File: config.mk
export PLATFORM = sky130hd
export DESIGN_NAME = emoji_cluster_segmenter
export DESIGN_NICKNAME = d
export VERILOG_FILES = /design/src/rtl/core/ecs_pkg.sv /design/src/rtl/core/ecs_front.sv /design/src/rtl/core/ecs_queue.sv /design/src/rtl/core/ecs_back.sv /design/src/rtl/core/emoji_cluster_segmenter.sv
export VERILOG_INCLUDE_DIRS = /design/src /design/src/rtl/core
export SDC_FILE = /design/constraint.sdc
export NUM_CORES = 1
export LEC_CHECK = 0
export ABC_AREA = 1
export BUFFER_PORTS_ARGS = -buffer_cell sky130_fd_sc_hd__buf_2
export CAP_MARGIN = 20
export CORE_MARGIN = 5
export CORE_UTILIZATION = 35
export CTS_CLUSTER_SIZE = 16
export DETAILED_ROUTE_END_ITERATION = 6
export PLACE_DENSITY_LB_ADDON = 0.2
export SYNTH_ARGS = -nofsm -noshare
export SYNTH_HDL_FRONTEND = slang
export SYNTH_SLANG_ARGS = --single-unit
File: constraint.sdc
create_clock -name clk -period 5.7 [get_ports clk]
set_input_delay 0.57 -clock clk [delete_from_list [all_inputs] [get_ports clk]]
set_output_delay 0.57 -clock clk [all_outputs]
set_load 0.005 [all_outputs]
File: src/rtl/core/emoji_cluster_segmenter_assert.svh
// Assertion macros used by the back end of the emoji cluster segmenter RTL.
`ifndef EMOJI_CLUSTER_SEGMENTER_ASSERT_SVH
`define EMOJI_CLUSTER_SEGMENTER_ASSERT_SVH

`ifndef ASSERT_OFF
// Checks that an expression holds at every clock edge outside reset.
`define ECS_ASSERT_ALWAYS(label, expr) \
  label: assert property (@(posedge clk) disable iff (rst) (expr)) \
    else $error("ecs assertion failed");
// Checks that a condition is followed by a consequence in the next cycle.
`define ECS_ASSERT_NEXT(label, ante, cons) \
  label: assert property (@(posedge clk) disable iff (rst) (ante) |=> (cons)) \
    else $error("ecs assertion failed");
`else
`define ECS_ASSERT_ALWAYS(label, expr)
`define ECS_ASSERT_NEXT(label, ante, cons)
`endif

`endif

File: src/rtl/core/ecs_pkg.sv
// Shared types and constants of the emoji cluster segmenter.
`default_nettype none

package ecs_pkg;

  localparam int POS_W       = 32;
  localparam int QUEUE_DEPTH = 4;
  localparam int QPTR_W      = $clog2(QUEUE_DEPTH);
  localparam int QCNT_W      = $clog2(QUEUE_DEPTH + 1);

  typedef logic [POS_W-1:0] pos_t;

  // Character classes of one code point.
  typedef struct packed {
    logic keybase;
    logic ri;
    logic base;
    logic vs;
    logic modifier;
    logic tag;
    logic tag_end;
    logic zwj;
    logic keycap;
  } cls_t;

  // One accepted code unit, as the front hands it to the back.
  typedef struct packed {
    logic lone;      // a held high surrogate turned out to be unpaired
    logic ev_valid;  // a code point is to be fed
    cls_t cls;
    pos_t start;
    pos_t after;
    logic eot;
  } q_entry_t;

endpackage

`default_nettype wire

File: src/rtl/core/ecs_front.sv
// Front end: accepts code units, joins surrogate pairs and classifies code points.
`default_nettype none

module ecs_front (
  input  wire logic              clk,
  input  wire logic              rst,
  input  wire logic              s_axis_tvalid,
  output logic                   s_axis_tready,
  input  wire logic [15:0]       s_axis_tdata,  // code_unit
  input  wire logic              s_axis_tlast,  // end_of_text
  output logic                   push,
  output ecs_pkg::q_entry_t      entry,
  input  wire logic              q_full
);
  import ecs_pkg::*;

  localparam logic [20:0] CP_ZWJ     = 21'h0200D;
  localparam logic [20:0] CP_KEYCAP  = 21'h020E3;
  localparam logic [20:0] CP_TAG_END = 21'h0E007F;
  localparam logic [20:0] CP_SUPP    = 21'h10000;

  function automatic cls_t classify(input logic [20:0] c);
    cls_t r;
    r.keybase  = (c >= 21'h30 && c <= 21'h39) || c == 21'h23 || c == 21'h2A;
    r.ri       = c >= 21'h1F1E6 && c <= 21'h1F1FF;
    r.base     = (c >= 21'h1F000 && c <= 21'h1FAFF) || (c >= 21'h1FC00 && c <= 21'h1FFFF) ||
                 (c >= 21'h2600 && c <= 21'h27BF) || (c >= 21'h2B00 && c <= 21'h2BFF) ||
                 (c >= 21'h2300 && c <= 21'h23FF) ||
                 c == 21'h00A9 || c == 21'h00AE || c == 21'h203C || c == 21'h2049 ||
                 c == 21'h2122 || c == 21'h2139 || c == 21'h24C2 || c == 21'h3030 ||
                 c == 21'h303D || c == 21'h3297 || c == 21'h3299 ||
                 (c >= 21'h2194 && c <= 21'h21AA) || (c >= 21'h25AA && c <= 21'h25AB) ||
                 c == 21'h25B6 || c == 21'h25C0 || (c >= 21'h25FB && c <= 21'h25FE);
    r.vs       = c == 21'hFE0E || c == 21'hFE0F || (c >= 21'hE0100 && c <= 21'hE01EF);
    r.modifier = c >= 21'h1F3FB && c <= 21'h1F3FF;
    r.tag      = c >= 21'hE0020 && c <= CP_TAG_END;
    r.tag_end  = c == CP_TAG_END;
    r.zwj      = c == CP_ZWJ;
    r.keycap   = c == CP_KEYCAP;
    return r;
  endfunction

  pos_t       pos;
  logic       held_valid;
  logic [9:0] held_bits;

  logic [15:0] u;
  logic        eot;
  logic        is_low;
  logic        is_high;
  logic        joined;
  logic        hold_next;
  pos_t        prev;
  pos_t        next;
  logic [20:0] cp;

  assign u       = s_axis_tdata;
  assign eot     = s_axis_tlast;
  assign is_low  = u[15:10] == 6'b110111;
  assign is_high = u[15:10] == 6'b110110;
  assign prev    = pos - POS_W'(1);
  assign next    = pos + POS_W'(1);
  assign joined  = held_valid && is_low;
  // A high surrogate is held back unless the text ends on it.
  assign hold_next = !joined && is_high && !eot;
  assign cp = joined ? (CP_SUPP + {1'b0, held_bits, u[9:0]}) : {5'b0, u};

  assign s_axis_tready = !q_full;
  assign push          = s_axis_tvalid && s_axis_tready;

  always_comb begin
    entry.lone     = held_valid && !is_low;
    entry.ev_valid = !hold_next;
    entry.cls      = classify(cp);
    entry.start    = joined ? prev : pos;
    entry.after    = next;
    entry.eot      = eot;
  end

  always_ff @(posedge clk) begin
    if (rst) begin
      pos        <= '0;
      held_valid <= 1'b0;
    end else if (push) begin
      pos        <= eot ? '0 : next;
      held_valid <= hold_next;
    end
  end

  always_ff @(posedge clk) begin
    if (push && hold_next) begin
      held_bits <= u[9:0];
    end
  end

endmodule

`default_nettype wire

File: src/rtl/core/ecs_queue.sv
// Short FIFO between the classifying front end and the parsing back end.
`default_nettype none

module ecs_queue (
  input  wire logic              clk,
  input  wire logic              rst,
  input  wire logic              push,
  input  wire ecs_pkg::q_entry_t din,
  output logic                   full,
  input  wire logic              pop,
  output ecs_pkg::q_entry_t      dout,
  output logic                   empty
);
  import ecs_pkg::*;

  q_entry_t          mem [QUEUE_DEPTH];
  logic [QPTR_W-1:0] wr_ptr;
  logic [QPTR_W-1:0] rd_ptr;
  logic [QCNT_W-1:0] count;

  assign full  = count == QCNT_W'(QUEUE_DEPTH);
  assign empty = count == '0;
  assign dout  = mem[rd_ptr];

  always_ff @(posedge clk) begin
    if (push) begin
      mem[wr_ptr] <= din;
    end
  end

  always_ff @(posedge clk) begin
    if (rst) begin
      wr_ptr <= '0;
      rd_ptr <= '0;
      count  <= '0;
    end else begin
      if (push) begin
        wr_ptr <= wr_ptr + QPTR_W'(1);
      end
      if (pop) begin
        rd_ptr <= rd_ptr + QPTR_W'(1);
      end
      count <= count + QCNT_W'(push) - QCNT_W'(pop);
    end
  end

endmodule

`default_nettype wire

File: src/rtl/core/ecs_back.sv
// Back end: cluster parser and result buffer of the emoji cluster segmenter.
`default_nettype none
`include "emoji_cluster_segmenter_assert.svh"

module ecs_back (
  input  wire logic              clk,
  input  wire logic              rst,
  input  wire logic              q_empty,
  input  wire ecs_pkg::q_entry_t head,
  output logic                   pop,
  output logic                   m_axis_tvalid,
  input  wire logic              m_axis_tready,
  output logic [63:0]            m_axis_tdata,  // range_start, range_length
  output logic                   m_axis_tlast   // last_result
);
  import ecs_pkg::*;

  localparam logic [3:0] PH_IDLE  = 4'd0;
  localparam logic [3:0] PH_KEY1  = 4'd1;
  localparam logic [3:0] PH_KEY2  = 4'd2;
  localparam logic [3:0] PH_RI1   = 4'd3;
  localparam logic [3:0] PH_BVS   = 4'd4;
  localparam logic [3:0] PH_BMOD  = 4'd5;
  localparam logic [3:0] PH_BTAG  = 4'd6;
  localparam logic [3:0] PH_BDONE = 4'd7;
  localparam logic [3:0] PH_ZWJ   = 4'd8;

  localparam int RES_DEPTH = 4;
  localparam int RPTR_W    = $clog2(RES_DEPTH);
  localparam int RCNT_W    = $clog2(RES_DEPTH + 1);

  typedef struct packed {
    pos_t start;
    pos_t length;
    logic last;
  } result_t;

  logic [3:0] phase;
  pos_t       cluster_begin;
  pos_t       committed_end;

  result_t           res_mem [RES_DEPTH];
  logic [RPTR_W-1:0] wr_ptr;
  logic [RPTR_W-1:0] rd_ptr;
  logic [RCNT_W-1:0] res_count;

  logic [3:0] ph;
  pos_t       cb;
  pos_t       ce;
  logic       restart;
  logic       em_lone;
  logic       em_feed;
  logic       em_eot;
  pos_t       lone_b;
  pos_t       lone_e;
  pos_t       feed_b;
  pos_t       feed_e;
  pos_t       eot_b;
  pos_t       eot_e;
  pos_t       s0_b;
  pos_t       s0_e;
  pos_t       s1_b;
  pos_t       s1_e;
  logic [1:0] n_res;
  result_t    r0;
  result_t    r1;
  logic       out_acc;
  result_t    rd;

  function automatic logic open_range(input logic [3:0] p);
    return p >= PH_RI1 && p <= PH_ZWJ;
  endfunction

  always_comb begin
    ph      = phase;
    cb      = cluster_begin;
    ce      = committed_end;
    restart = 1'b0;
    em_lone = 1'b0;
    em_feed = 1'b0;
    em_eot  = 1'b0;
    lone_b  = cluster_begin;
    lone_e  = committed_end;
    feed_b  = cluster_begin;
    feed_e  = committed_end;
    eot_b   = cluster_begin;
    eot_e   = committed_end;

    // An unpaired high surrogate matches nothing, so it only closes or breaks.
    if (head.lone) begin
      em_lone = open_range(ph);
      ph      = PH_IDLE;
    end

    if (head.ev_valid) begin
      feed_b = cb;
      feed_e = ce;
      unique case (ph)
        PH_KEY1: begin
          if (head.cls.vs) begin
            ph = PH_KEY2;
          end else if (head.cls.keycap) begin
            em_feed = 1'b1;
            feed_e  = head.after;
            ph      = PH_IDLE;
          end else begin
            restart = 1'b1;
          end
        end
        PH_KEY2: begin
          if (head.cls.keycap) begin
            em_feed = 1'b1;
            feed_e  = head.after;
            ph      = PH_IDLE;
          end else begin
            restart = 1'b1;
          end
        end
        PH_RI1: begin
          if (head.cls.ri) begin
            em_feed = 1'b1;
            feed_e  = head.after;
            ph      = PH_IDLE;
          end else begin
            em_feed = 1'b1;
            restart = 1'b1;
          end
        end
        PH_BVS, PH_BMOD, PH_BTAG: begin
          if ((ph == PH_BVS && head.cls.vs) ||
              (ph != PH_BTAG && head.cls.modifier)) begin
            ce = head.after;
            ph = PH_BMOD;
          end else if (head.cls.tag) begin
            ce = head.after;
            ph = head.cls.tag_end ? PH_BDONE : PH_BTAG;
          end else if (head.cls.zwj) begin
            ph = PH_ZWJ;
          end else begin
            em_feed = 1'b1;
            restart = 1'b1;
          end
        end
        PH_BDONE: begin
          if (head.cls.zwj) begin
            ph = PH_ZWJ;
          end else begin
            em_feed = 1'b1;
            restart = 1'b1;
          end
        end
        PH_ZWJ: begin
          if (head.cls.base || head.cls.ri || head.cls.keybase) begin
            ce = head.after;
            ph = PH_BVS;
          end else begin
            em_feed = 1'b1;
            restart = 1'b1;
          end
        end
        default: begin
          restart = 1'b1;
        end
      endcase

      if (restart) begin
        ph = PH_IDLE;
        if (head.cls.keybase) begin
          ph = PH_KEY1;
          cb = head.start;
        end else if (head.cls.ri) begin
          ph = PH_RI1;
          cb = head.start;
          ce = head.after;
        end else if (head.cls.base) begin
          ph = PH_BVS;
          cb = head.start;
          ce = head.after;
        end
      end
    end

    // End of text reports an open cluster and drops a pending keycap.
    if (head.eot) begin
      em_eot = open_range(ph);
      eot_b  = cb;
      eot_e  = ce;
      ph     = PH_IDLE;
      cb     = '0;
      ce     = '0;
    end
  end

  always_comb begin
    n_res = 2'(em_lone) + 2'(em_feed) + 2'(em_eot);
    s0_b  = em_lone ? lone_b : (em_feed ? feed_b : eot_b);
    s0_e  = em_lone ? lone_e : (em_feed ? feed_e : eot_e);
    s1_b  = (em_lone && em_feed) ? feed_b : eot_b;
    s1_e  = (em_lone && em_feed) ? feed_e : eot_e;
    r0.start  = s0_b;
    r0.length = s0_e - s0_b;
    r0.last   = n_res == 2'd1;
    r1.start  = s1_b;
    r1.length = s1_e - s1_b;
    r1.last   = 1'b1;
  end

  // A code unit is taken only when the buffer has room for two results.
  assign pop     = !q_empty && (res_count <= RCNT_W'(RES_DEPTH - 2));
  assign out_acc = m_axis_tvalid && m_axis_tready;

  assign rd            = res_mem[rd_ptr];
  assign m_axis_tvalid = res_count != '0;
  assign m_axis_tdata  = {32'(rd.length), 32'(rd.start)};
  assign m_axis_tlast  = rd.last;

  always_ff @(posedge clk) begin
    if (rst) begin
      phase         <= PH_IDLE;
      cluster_begin <= '0;
      committed_end <= '0;
    end else if (pop) begin
      phase         <= ph;
      cluster_begin <= cb;
      committed_end <= ce;
    end
  end

  always_ff @(posedge clk) begin
    if (pop && n_res != 2'd0) begin
      res_mem[wr_ptr] <= r0;
    end
    if (pop && n_res == 2'd2) begin
      res_mem[wr_ptr + RPTR_W'(1)] <= r1;
    end
  end

  always_ff @(posedge clk) begin
    if (rst) begin
      wr_ptr    <= '0;
      rd_ptr    <= '0;
      res_count <= '0;
    end else begin
      if (pop) begin
        wr_ptr <= wr_ptr + RPTR_W'(n_res);
      end
      if (out_acc) begin
        rd_ptr <= rd_ptr + RPTR_W'(1);
      end
      res_count <= res_count + (pop ? RCNT_W'(n_res) : '0) - RCNT_W'(out_acc);
    end
  end

  `ECS_ASSERT_ALWAYS(a_res_bound, res_count <= RCNT_W'(RES_DEPTH))
  `ECS_ASSERT_NEXT(a_eot_idle, pop && head.eot, phase == PH_IDLE && cluster_begin == '0)
  `ECS_ASSERT_NEXT(a_res_hold, !pop && !out_acc, $stable(res_count) && $stable(rd_ptr))

endmodule

`default_nettype wire

File: src/rtl/core/emoji_cluster_segmenter.sv
// Emoji cluster segmenter top level.
//
// Code units of a UTF-16 text enter on the s_axis channel, one per request:
// tdata holds the code unit and tlast marks the last unit of the text.
// Each emoji cluster found leaves on the m_axis channel as one request:
// tdata holds the start index (low 32 bits) and the length in code units
// (high 32 bits); tlast marks the final range caused by one input unit.
// The block takes one code unit per cycle while the queue has room. A range
// passes through the queue and the result buffer and leaves at one range
// per cycle while the receiver is ready; two ranges from one unit leave in
// turn. The front end tracks unit positions and surrogate pairs and feeds a
// four-entry queue; the back end runs the cluster parser and holds up to
// four ranges, and pauses the queue while under two places are free there.
// When the receiver stalls, ranges wait in the result buffer, then the queue
// fills and s_axis_tready drops. Reset empties both buffers, clears the unit
// position and returns the parser to idle; the input is ready the cycle after.
`default_nettype none

module emoji_cluster_segmenter (
  input  wire logic        clk,
  input  wire logic        rst,
  input  wire logic        s_axis_tvalid,
  output logic             s_axis_tready,
  input  wire logic [15:0] s_axis_tdata,  // code_unit
  input  wire logic        s_axis_tlast,  // end_of_text
  output logic             m_axis_tvalid,
  input  wire logic        m_axis_tready,
  output logic [63:0]      m_axis_tdata,  // range_start, range_length
  output logic             m_axis_tlast   // last_result
);
  import ecs_pkg::*;

  logic     push;
  logic     pop;
  logic     q_full;
  logic     q_empty;
  q_entry_t q_in;
  q_entry_t q_head;

  ecs_front u_front (
    .clk           (clk),
    .rst           (rst),
    .s_axis_tvalid (s_axis_tvalid),
    .s_axis_tready (s_axis_tready),
    .s_axis_tdata  (s_axis_tdata),
    .s_axis_tlast  (s_axis_tlast),
    .push          (push),
    .entry         (q_in),
    .q_full        (q_full)
  );

  ecs_queue u_queue (
    .clk   (clk),
    .rst   (rst),
    .push  (push),
    .din   (q_in),
    .full  (q_full),
    .pop   (pop),
    .dout  (q_head),
    .empty (q_empty)
  );

  ecs_back u_back (
    .clk           (clk),
    .rst           (rst),
    .q_empty       (q_empty),
    .head          (q_head),
    .pop           (pop),
    .m_axis_tvalid (m_axis_tvalid),
    .m_axis_tready (m_axis_tready),
    .m_axis_tdata  (m_axis_tdata),
    .m_axis_tlast  (m_axis_tlast)
  );

endmodule

`default_nettype wire

==> results.md <==
- Post-DP HPWL: 89.86 mm
- Cell row count: 120
- Crit path time final: 5.397 ns
- Core area: 106900 um2
- Mapped Cells: 4264
- Synth area leaders: edfxtp_1 (45%), nand2_1 (8.5%), dfxtp_1 (6.5%)
- CP endpoint kind: flip-flop
- Full die area: 114200 um2
- CTS tree: built
- Critical Path Max Stage Delay: 0.47 ns
- Critical Path Start Type: flip-flop
- Slew Limit Fails: 0
- Max-slew headroom: 32.06%
- Root Driver: clkbuf_16
- Drt initial violations: 2765
- Max cap viols: 0
- DR vias: 31922
- Final worst slack: 0.3033 ns
- Vias per Instance: 5.507
- Hold Crit Class: in2reg
- Port Buffers: 87
- Routability cong.: 0.9951
- Final hold violations: 0
- Top cell by count, worst path: nand2_1
- Area leader, netlist: edfxtp_1
- Syn Nets: 4365
- Setup CP Type: reg2reg
- Worst-Margin Slew: 1.012 ns
- Critical-path top delay cell: buf_4
- CTS Buffer Depth: 3
- Inserted Clock Buffers: 81
- Initial antenna violation count: 2
- Remaining antenna violation count: 0
- Pin count of the biggest net entering global routing: 85
- Hold Slack: 0.1957 ns
- Die Y: 337.9 um
- Yosys reg bits: 693
- WP data required: 6.11 ns
- Clock Latency Late Sink: 0.65 ns
- Clock slew at reported path FFs: 0.06 ns
- Clock skew: 0.02996 ns
- Synth Cell Area: 37640 um2
- Avg Cell Area, Syn: 8.827 um2
- Crit path max fanout: 32
- NumNets Final: 4427
- Synth cell types: 59
- Drt pass-1 iters: 6
- Worst slack, placed: -0.06630 ns
- CTS Hold Bufs: 0
- Area Overhead vs Synth: 14.45%
- GR Util All Layers: 22.14%
- Seq/Total Area, Yosys: 52.02%
- Global-route wire length before repair: 194.0 mm
- CTS sink count: 693
- Post-DR wirelength/cell: 22.44 um
- Share of layout cells above drive strength 1: 13.29%
- Number of global-route vias before repair: 30128
- Routed wire length: 130.1 mm
- Worst EP arrival: 5.80 ns
- Number of diodes: 0
- Final Setup Violations: 0
- Depth of the CTS H-tree: 3
- Drc violations: 0
- Post-synth top area share: 45.48%
- Initial Utilization: 35.21%
- Status: finished clean
- I/O pin total: 88
- Total grt overflow: 0
- Die width: 337.9 um
- Syn. warnings: 0
- RSZ-0062 raised after global routing: yes
- Highest clock rate: 0.1853 GHz
- Tcrit/Tclk final: 94.68%
[cells in the mapped netlist (all sizes together)]
library cell	instances
ha	75
a22o	12
clkbuf	194
a21oi	267
nand3b	7
nor4	25
nor3b	1
o21bai	4
nor3	52
o31ai	7
buf	60
inv	284
a21o	1
a221oi	5
and2	2
edfxtp	570
dfxtp	123
nand3	212
nand4	34
clkinv	6
a211oi	2
nor2	411
or2	54
a22oi	5
and3	2
a41oi	1
o221ai	6
fa	5
o211ai	6
a21boi	3
o41ai	1
a31oi	38
xnor2	22
o21ai	522
xor2	74
a32o	9
o22ai	297
nand2	856
o22a	2
a32oi	2
o21a	5
[kinds of logic (layout without fill, tap and decap cells)]
kind of cell	after synthesis	in the layout	synth area share (%)
AO/OA/AOI/OAI	1195	1195	18.62
XOR/XNOR	96	96	2.234
adder cells (fa/ha/maj)	80	80	2.759
buffers and inverters	544	673	5.794
flip-flops	693	693	52.02
AND/OR/NAND/NOR	1656	1657	18.57
[through the flow]
stage	util (%)	TNS [ns]	area [um2]	std cells
after floorplan	-	0	37640	4264
after global placement	37.52	0	40110	5642
after detailed placement	37.52	-0.5960	40110	5642
after CTS	40.15	0	42920	5794
after global routing	40.29	-0.2836	43080	5797
final	40.29	0	43080	5797
[layer usage]
layer | part of all wire (%) | vias up | track usage [%]
met4 | 3.8 | 0 | 8.357
met1 | 44 | 15373 | 30.18
met3 | 5.9 | 221 | 2.853
met5 | 0 | - | 0
met2 | 46 | 1092 | 36.24
li1 | - | 15236 | -
[timing repair]
item | in CTS | in global routing
gates cloned | 0 | 2
pin swaps | 1 | 4
setup buffers | 1 | 1
resized for setup | 2 | 30
setup endpoints to repair | 12 | 75
[worst paths after layout]
path / startpoint / cells past startpoint / slack, ns / end
min reg2reg: u_queue.rd_ptr[1]$_SDFFE_PP0P_ / 2 / 0.46 / flip-flop
max reg2reg: flip-flop / 28 / 0.30 / u_back.res_mem[2][27]$_DFFE_PP_
min: s_axis_tdata[5] / 1 / 0.20 / u_front.held_bits[5]$_DFFE_PP_
max: flip-flop / 28 / 0.30 / u_back.res_mem[2][27]$_DFFE_PP_
[placed cells by master (no fill, tap or decap), types with 14 or more instances in the layout]
master | Yosys | layout
buf_2 | 27 | 86
nor3_1 | 50 | 50
buf_12 | 0 | 15
nor4_1 | 25 | 24
clkbuf_16 | 0 | 85
xor2_1 | 74 | 74
ha_1 | 75 | 73
nand4_1 | 33 | 33
dfxtp_1 | 123 | 119
inv_1 | 277 | 273
nor2_1 | 406 | 400
a21oi_1 | 267 | 262
or2_2 | 52 | 52
a31oi_1 | 37 | 34
clkinv_1 | 6 | 14
clkinv_2 | 0 | 16
xnor2_1 | 22 | 21
o22ai_1 | 297 | 297
buf_4 | 6 | 128
o21ai_2 | 92 | 95
clkbuf_1 | 192 | 15
o21ai_0 | 337 | 331
o21ai_1 | 93 | 96
nand2_1 | 851 | 839
edfxtp_1 | 570 | 570
nand3_1 | 201 | 201
[state kept, by name, summed over array words and instances, names as in the netlist, named ones only]
name	cells
u_back.rd_ptr	2
u_back.phase	4
u_back.wr_ptr	2
u_front.held_valid	1
u_back.committed_end	32
u_queue.wr_ptr	2
u_back.res_count	3
u_queue.count	3
u_queue.rd_ptr	2
u_back.cluster_begin	32
u_queue.mem	304
u_front.pos	32
u_back.res_mem	260
u_front.held_bits	10
[cell type report]
| class | instances | area (um2) |
|---|---|---|
| clock buffers | 103 | 2213 |
| clock inverters | 48 | 590.6 |
| fillers | 10666 | 63830 |
| inverters | 290 | 1105 |
| multi-input cells | 3028 | 16080 |
| flip-flops and latches | 693 | 19590 |
| well taps | 1403 | 1755 |
| repair buffers | 232 | 1743 |
[worst max-delay path: cells and delay by family (launching register included)]
family / cells / cell delay (ns)
adders and majority gates: 1 / 0.40
DFF: 1 / 0.39
and+or+nand+nor: 18 / 2.15
AOI/OAI and AO/OA: 6 / 1.43
buffers and inverters: 3 / 0.74
Power is left out: the tool's default activity adds up to more than one toggle a clock period on the data nets, which glitch-free logic cannot reach.
